File: src/hdl/uvs_pkg.sv
// ----------------------------------------------------------------------------
// uvs_pkg
// Shared constants and types of the UV sphere vertex generator.
// ----------------------------------------------------------------------------
package uvs_pkg;

    localparam int ANGLE_BITS_DEF = 16;
    localparam logic [7:0] SLICES_RESET = 8'd48;

    // Q2.30 constants
    localparam logic [30:0] HALFPI_Q30 = 31'd1686629713;
    localparam logic [31:0] ONE_Q30    = 32'd1073741824;

    // series terms in the Taylor chain (cos to x^14, sin to x^13)
    localparam int TERMS = 7;

    // divider lanes
    localparam int LANES   = 4;
    localparam int LANE_POL = 0;
    localparam int LANE_AZ  = 1;
    localparam int LANE_TS  = 2;
    localparam int LANE_TT  = 3;

    // series index inside one angle
    localparam int SER_SIN = 0;
    localparam int SER_COS = 1;

    // angle index
    localparam int ANG_POL = 0;
    localparam int ANG_AZ  = 1;

    typedef struct packed {
        logic        oor;
        logic [1:0]  quad_pol;
        logic [1:0]  quad_az;
        logic [16:0] tex_s;
        logic [16:0] tex_t;
    } t_side;

endpackage

File: src/hdl/uvs_div_cell.sv
// ----------------------------------------------------------------------------
// uvs_div_cell
// One restoring-division step for all divider lanes: one quotient bit.
// ----------------------------------------------------------------------------
module uvs_div_cell
    import uvs_pkg::*;
#(
    parameter int NSTEP = 17
) (
    input  logic                             i_clk,
    input  logic                             i_rst_n,
    input  logic                             i_valid,
    output logic                             o_ready,
    input  logic                             i_oor,
    input  logic [7:0]                       i_div,
    input  logic [LANES-1:0][7:0]            i_rem,
    input  logic [LANES-1:0][NSTEP-1:0]      i_dq,
    output logic                             o_valid,
    input  logic                             i_ready,
    output logic                             o_oor,
    output logic [7:0]                       o_div,
    output logic [LANES-1:0][7:0]            o_rem,
    output logic [LANES-1:0][NSTEP-1:0]      o_dq
);

    logic                        r_valid;
    logic                        r_oor;
    logic [7:0]                  r_div;
    logic [LANES-1:0][7:0]       r_rem;
    logic [LANES-1:0][NSTEP-1:0] r_dq;
    logic [LANES-1:0][7:0]       n_rem;
    logic [LANES-1:0][NSTEP-1:0] n_dq;
    logic                        rdy;

    always_comb begin
        logic [8:0] v_t;
        v_t = '0;
        for (int l = 0; l < LANES; l++) begin
            v_t = {i_rem[l], i_dq[l][NSTEP-1]};
            if (v_t >= {1'b0, i_div}) begin
                n_rem[l] = 8'(v_t - {1'b0, i_div});
                n_dq[l]  = {i_dq[l][NSTEP-2:0], 1'b1};
            end else begin
                n_rem[l] = v_t[7:0];
                n_dq[l]  = {i_dq[l][NSTEP-2:0], 1'b0};
            end
        end
    end

    assign rdy     = !r_valid || i_ready;
    assign o_ready = rdy;

    always_ff @(posedge i_clk) begin
        if (!i_rst_n) begin
            r_valid <= 1'b0;
        end else if (rdy) begin
            r_valid <= i_valid;
        end
    end

    always_ff @(posedge i_clk) begin
        if (i_valid && rdy) begin
            r_oor <= i_oor;
            r_div <= i_div;
            r_rem <= n_rem;
            r_dq  <= n_dq;
        end
    end

    assign o_valid = r_valid;
    assign o_oor   = r_oor;
    assign o_div   = r_div;
    assign o_rem   = r_rem;
    assign o_dq    = r_dq;

endmodule

File: config.mk
export PLATFORM = sky130hd
export DESIGN_NAME = uvs_div_cell
export DESIGN_NICKNAME = d
export VERILOG_FILES = /design/src/hdl/uvs_pkg.sv /design/src/hdl/uvs_div_cell.sv
export SDC_FILE = /design/constraint.sdc
export NUM_CORES = 1
export LEC_CHECK = 0
export BUFFER_PORTS_ARGS = -buffer_cell sky130_fd_sc_hd__buf_2
export CORE_MARGIN = 2
export CORE_UTILIZATION = 52
export DETAILED_ROUTE_END_ITERATION = 12
export PLACE_DENSITY = 0.91
export SLEW_MARGIN = 20
export SYNTH_ARGS = -nofsm -noshare
export SYNTH_HDL_FRONTEND = slang
export SYNTH_SLANG_ARGS = --single-unit
export TNS_END_PERCENT = 5
File: constraint.sdc
create_clock -name i_clk -period 7.3 [get_ports i_clk]
set_input_delay 0.365 -clock i_clk [delete_from_list [all_inputs] [get_ports i_clk]]
set_output_delay 0.365 -clock i_clk [all_outputs]
set_load 0.03 [all_outputs]
==> metrics.txt, run 1 <==
Min Clock Period, post-route=2.39 ns; CTS buffer count=9; Pre-Repair DR Iteration Count=5; met2 wire length=between 6000 and 7000 um; Tightest Hold Check Type=in -> reg; worst skew pair latency=approximately 0.38 ns; vias per std cell=5.46; clock buffer depth=2; # IOs=~220; Hold WS=0.160 ns; CTS Root Cell=clkbuf_8; most common cell after layout, fill and taps aside=buf_2; syn nets=499; layout cells sized above 1=0.452; Distinct cells, synth=44; fin. max-slew vios=0; worst vdd ir=0.177 mV; Internal=approximately 1.0 mW; Post-CTS Setup Bufs=0; CTS clk-pin slew, worst paths=0.10 ns; Clk pwr share=0.229; Synth-to-Final Area Change=28.2%; CP Data Required Time=7.43 ns; antenna diode instance count=0; register bit count reported by yosys=110; YS warnings=0; critical path peak fanout=9; RSZ-0062 raised after global routing=false; Routed WL=between 10000 and 15000 um; critical path class=in -> reg; total of max-cap violations=0; element type at the critical path end=register; Mean Syn Cell Area=about 15 um^2; Psw=between 400 and 500 uW; most frequent cells in the layout=buf_2, edfxtp_1, ha_1; Multi-input gate area=roughly 1800 um^2; Post-synth EDFFs=between 100 and 150; dominant cell type by area after synthesis=edfxtp_1; register share of total power=0.520; Seq. cell area=approximately 3300 um^2; Nets=~730; setup TNS=0 ns; CTS Hold Bufs=0; CTS-repair resized insts=0; via count=roughly 3900; dpl ws=roughly 4.5 ns; crit start category=primary input; Most used DFF post-synth=edfxtp_1; H-tree Lvls=3; initial antenna violation count=0; Fin. Hold Viols=0; Post-Syn Instances=350; Static Leak=2.92 nW; status=finished clean; Post-Syn Area=~5200 um^2; f_max=roughly 420 MHz; Die Area=around 11000 um^2; Yosys top cell area share=0.633; relative slew slack=0.421; initial drt markers=around 290; largest net degree at the start of global routing=70; routability congestion estimate from global placement=roughly 0.89; CTS tree=yes; DR WL met3=slightly below 1000 um; port bufs=223; grt ovf=0; Setup-failing EPs final=0; PnR worst setup slack=about 4.9 ns; combinational power share=0.250; top cells by area, synth=edfxtp_1, ha_1, mux2_2; WL/cell=approximately 19 um; Die Span X=around 100 um; DIE HEIGHT=roughly 100 um; crit share post-route=0.328; Core Box Area=9730 um^2; top sig layer=met4; fill count=706; slew at the pin closest to its max-slew limit=0.869 ns; met1 WL=slightly above 5000 um; total power=approximately 1.5 mW; clk sinks=110; post-synthesis sequential area ratio=0.637; Pwr per Cell Area=around 220 nW/um^2; Arrival @ worst endpoint=2.53 ns; HPWL after DPL=about 11000 um; row cnt=36; Antenna Violating Nets Remaining=0; DRC violations left=0; switching part of the total=0.308; ys async rst share=0; final design utilization=0.681; Starting Density=0.531; skew final=around 0.012 ns; All-Layer GR Usage=0.252; vias in the first global route=approximately 4000; first-pass GRT wire length=between 20000 and 25000 um
-- through the flow --
step | cell area (um^2) | std cells
CTS | 6630 | 721
global placement | 6440 | 705
finish | 6630 | 721
global route | 6630 | 721
floorplan | 5170 | 350
detailed placement | 6440 | 705
-- cell families (layout without fill, tap and decap cells) --
kind of cell             Yosys count  in the layout  share of synthesized area
AO/OA/AOI/OAI                     71             71                     0.0985
multiplexers                      32             32                     0.0668
buffers and inverters             27            265                     0.0211
adder cells (fa/ha/maj)           36             36                     0.0930
AND/OR/NAND/NOR                   63             63                     0.0646
flip-flops                       110            110                      0.637
XOR/XNOR                          11             11                     0.0186
-- worst max-delay path, stage by stage --
cell	delay, ns
buf_2	0.10
inv_1	0.15
ha_1	0.33
a21o_1	0.23
a2111oi_0	0.45
o31a_1	0.49
mux2_2	0.39
-- synth_stat cells, drive strengths merged, types with 2 or more instances --
cell	n
a2111oi	2
a211oi	2
a21boi	2
a21o	9
a21oi	19
a221oi	2
and3	3
buf	2
edfxtp	109
fa	4
ha	32
inv	25
mux2	20
mux2i	12
nand2	9
nand2b	4
nand3	10
nor2	14
nor2b	9
nor3	5
o211ai	2
o21a	7
o21ai	13
o21bai	2
o31a	6
or4	2
or4b	3
xnor2	10
-- path summary, 6_finish.rpt --
| path | from | endpoint | slack [ns] | cells after the start |
|---|---|---|---|---|
| worst min register to register | o_valid | o_valid | 0.54 | 2 |
| worst min-delay path | i_dq[61] | o_dq[62] | 0.16 | 1 |
| worst max-delay path | i_div[6] | o_rem[26] | 4.91 | 7 |
| worst max register to register | o_valid | o_dq[6] | 5.19 | 3 |
-- layer usage --
layer	up-vias	track usage
li1	1805	-
met1	1896	0.285
met2	199	0.444
met3	37	0.0787
met4	0	0.102
met5	-	0
-- registers in the layout, summed over array words and instances (netlist names) --
name,cells
o_dq,68
o_rem,32
o_div,8
o_oor,1
o_valid,1
-- power groups by stage --
| stage | combinational [mW] | sequential (mW) | clock, mW |
|---|---|---|---|
| 3_3_place_gp | 0.356 | 0.783 | 0 |
| 5_1_grt | 0.396 | 0.773 | 0.371 |
| 6_report | 0.370 | 0.769 | 0.338 |
| 4_1_cts | 0.369 | 0.769 | 0.347 |
| 2_1_floorplan | 0.152 | 0.885 | 0 |
| 3_5_place_dp | 0.367 | 0.783 | 0 |
-- final cells by class --
type | count | area share
Tap cell | 133 | 0.0251
Multi-Input combinational cell | 213 | 0.267
Sequential cell | 110 | 0.497
Timing Repair Buffer | 224 | 0.170
Clock buffer | 9 | 0.0187
Clock inverter | 7 | 0.00850
Inverter | 25 | 0.0142
(Power assumes the default switching activity.)
==> run 2, diff against run 1 <==
--- a/config.mk
+++ b/config.mk
@@ -5,11 +5,12 @@
 export SDC_FILE = /design/constraint.sdc
 export NUM_CORES = 1
 export LEC_CHECK = 0
+export ABC_AREA = 1
 export BUFFER_PORTS_ARGS = -buffer_cell sky130_fd_sc_hd__buf_2
 export CORE_MARGIN = 2
-export CORE_UTILIZATION = 52
+export CORE_UTILIZATION = 49
 export DETAILED_ROUTE_END_ITERATION = 12
-export PLACE_DENSITY = 0.91
+export PLACE_DENSITY = 0.85
 export SLEW_MARGIN = 20
 export SYNTH_ARGS = -nofsm -noshare
 export SYNTH_HDL_FRONTEND = slang
==> constraint.sdc (replaced) <==
create_clock -name i_clk -period 2.5 [get_ports i_clk]
set_input_delay 0.125 -clock i_clk [delete_from_list [all_inputs] [get_ports i_clk]]
set_output_delay 0.125 -clock i_clk [all_outputs]
set_load 0.03 [all_outputs]
==> metrics.txt, run 2 <==
Tightest Hold Check Type=in -> reg; grt ovf=0 (unchanged); Hold WS=0.0426 ns (-0.118 ns); skew final=0.00974 ns (-0.00214 ns); status=finished clean; Starting Density=0.501 (-0.0297); Nets=990 (+35%); total of max-cap violations=0 (unchanged); WL/cell=16.8 um (-10%); worst r2r src=o_valid; clock buffer depth=2 (unchanged); via count=4959 (+26%); slew at the pin closest to its max-slew limit=0.422 ns (-0.447 ns); Pwr per Cell Area=620 nW/um^2 (+180%); Min Clock Period, post-route=around 2.1 ns; Core Box Area=11400 um^2 (+17%); met1 WL=6490 um (+28%); Routed WL=16600 um (+23%); row cnt=39 (+8.3%); Post-Syn Instances=538 (+54%); Clk pwr share=0.291 (+0.062); slowest stage delay, CP=0.55 ns (+0.06 ns); Post-Syn Area=5700 um^2 (+10%); crit path cell chain=dlygate4sd3_1 > buf_2 > inv_1 > ha_1 > nand2_1 > inv_1 > nand2_2 > nor2_4 > nor2_4 > nand2_8 > nand2_2 > nand2_1; fin area=8010 um^2 (+21%); Die Area=12500 um^2 (+16%); initial drt markers=348 (+20%); CTS tree=yes; dominant cell type by area after synthesis=edfxtp_1; initial antenna violation count=1 (+1); YS warnings=0 (unchanged); Mean Syn Cell Area=10.6 um^2 (-28%); antenna diode instance count=0 (unchanged); Post-CTS Setup Bufs=0 (unchanged); largest net degree at the start of global routing=79 (+13%); Buf/Inv on CP=4 (+2); most common library cells after synthesis=nand2_1, edfxtp_1, inv_1; Yosys top cell area share=0.574 (-0.0592); post-synthesis sequential area ratio=0.578 (-0.0596); most common cell after layout, fill and taps aside=buf_2; total power=4.97 mW (+240%); Arrival @ worst endpoint=2.18 ns (-0.35 ns); Post-Place Cell Area=7000 um^2 (+8.6%); Hold Startpoint=i_rst_n; Fin. Hold Viols=0 (unchanged); Largest register FFs=68 (unchanged); DR WL met3=1170 um (+21%); Internal=3.44 mW (+240%); fill count=793 (+12%); crit start category=primary input; DRC violations left=0 (unchanged); cell family with most CP delay=buffers and inverters; HPWL after DPL=11200 um (+6.9%); register share of total power=0.453 (-0.067); register bit count reported by yosys=110 (unchanged); DIE HEIGHT=112 um (+7.9%); Psw=1.52 mW (+230%); Simple-Gate Fraction of Synth Area=0.245 (+0.180); switching part of the total=0.307 (-0.00165); critical path class=in -> reg; routability congestion estimate from global placement=0.909 (+1.9%); top cells by area, synth=edfxtp_1, nand2_1, ha_1; CTS clk-pin slew, worst paths=0.07 ns (-0.03 ns); Static Leak=3.90 nW (+34%); top sig layer=met4; Die Span X=112 um (+7.9%); port bufs=223 (unchanged); vias in the first global route=4908 (+23%); most frequent cells in the layout=buf_2, nand2_1, edfxtp_1; crit share post-route=0.837; xor and xnor area share after synthesis=0.0184 (-0.000207); RSZ-0062 raised after global routing=false; combinational power share=0.256 (+0.006); relative slew slack=0.719 (+0.298); Antenna Violating Nets Remaining=0 (unchanged); Setup-failing EPs final=0 (unchanged); largest family of logic cells by synthesized area=simple AND/OR/NAND/NOR gates; layout cells sized above 1=0.344 (-0.108); vias per std cell=5.01 (-8.2%); fin. max-slew vios=0 (unchanged); # IOs=224 (unchanged); CP Data Required Time=2.59 ns (-4.84 ns); Worst Setup SP=i_div[5]; Crit-path slowest cell=dlygate4sd3_1; count leader, synth=nand2_1; f_max=between 400 and 500 MHz; Synth-to-Final Area Change=40.5%; element type at the critical path end=register; worst skew pair latency=0.34 ns (-0.04 ns); Post-synth EDFFs=109 (unchanged); All-Layer GR Usage=0.267 (+0.0147); clk sinks=110 (unchanged); ys async rst share=0 (unchanged); first-pass GRT wire length=25500 um (+23%); met2 wire length=8310 um (+19%); Distinct cells, synth=27 (-39%); critical path peak fanout=9 (unchanged); Synth Area in Adders=0.0843 (-0.00869); CTS buffer count=9 (unchanged); worst vdd ir=0.336 mV (+90%); Pre-Repair DR Iteration Count=4 (-1); H-tree Lvls=3 (unchanged); Synth Area in Compound Gates=0.0189 (-0.0797); syn nets=687 (+38%); mux share of post-synthesis cell area=0 (-0.0668); Most used DFF post-synth=edfxtp_1; CTS Root Cell=clkbuf_16
## run 2: changes by cell type in the layout (fill, tap and decap cells not counted), sizes merged, moves of 9 or more
cell	change
nand2	+178
dlygate4sd3	+71
inv	+49
nand3	+47
mux2	-20
o21ai	-13
mux2i	-12
nor2	+12
a21o	-9
nor2b	-9
## run 2: logic make-up (layout without fill, tap and decap cells)
group,after synthesis,count (layout)
flip-flops,110,110
AO/OA/AOI/OAI,18,18
AND/OR/NAND/NOR,283,283
buffers and inverters,79,387
adder cells (fa/ha/maj),36,36
XOR/XNOR,12,12
## run 2: final cells by class
type	instances	area, um^2	area share
Clock buffer	10	229	0.0286
Tap cell	143	179	0.0223
Inverter	75	282	0.0351
Sequential cell	110	3300	0.412
Clock inverter	6	71.3	0.00890
Timing Repair Buffer	296	1850	0.231
Multi-Input combinational cell	349	2100	0.262
## run 2: per-stage QoR
stage	util	cells	setup WS [ns]	setup TNS [ns]
floorplan	-	538	-0.159	-17.31
global placement	0.616	902	0.640	0
detailed placement	0.616	902	0.633	0
CTS	0.705	989	0.442	0
global route	0.705	989	0.311	0
finish	0.705	989	0.406	0
## run 2: power by group through the flow
| stage | logic [mW] | registers, mW | clock network (mW) |
|---|---|---|---|
| final | 1.27 | 2.25 | 1.45 |
| after global routing | 1.38 | 2.26 | 1.56 |
| after CTS | 1.26 | 2.24 | 1.47 |
| after detailed placement | 1.16 | 2.28 | 0 |
| after global placement | 1.14 | 2.28 | 0 |
| after floorplan | 0.524 | 2.58 | 0 |
## run 2: what timing repair did
item,in CTS,in global routing
hold buffers,71,0
resized for setup,0,0
endpoints found under the hold margin,71,0
## run 2: routing by layer
metal,vias to the layer above,track usage
li1,2403,-
met1,2293,0.312
met2,223,0.467
met3,40,0.0599
met4,0,0.126
met5,-,0
## run 2: path summary, 6_finish.rpt
| path | endpoint | slack, ns | cells past startpoint |
|---|---|---|---|
| setup / recovery | o_rem[22] | 0.41 | 12 |
| hold / removal | o_valid | 0.04 | 2 |
| setup reg to reg | o_dq[11] | 1.21 | 2 |
| hold reg to reg | o_valid | 0.56 | 2 |
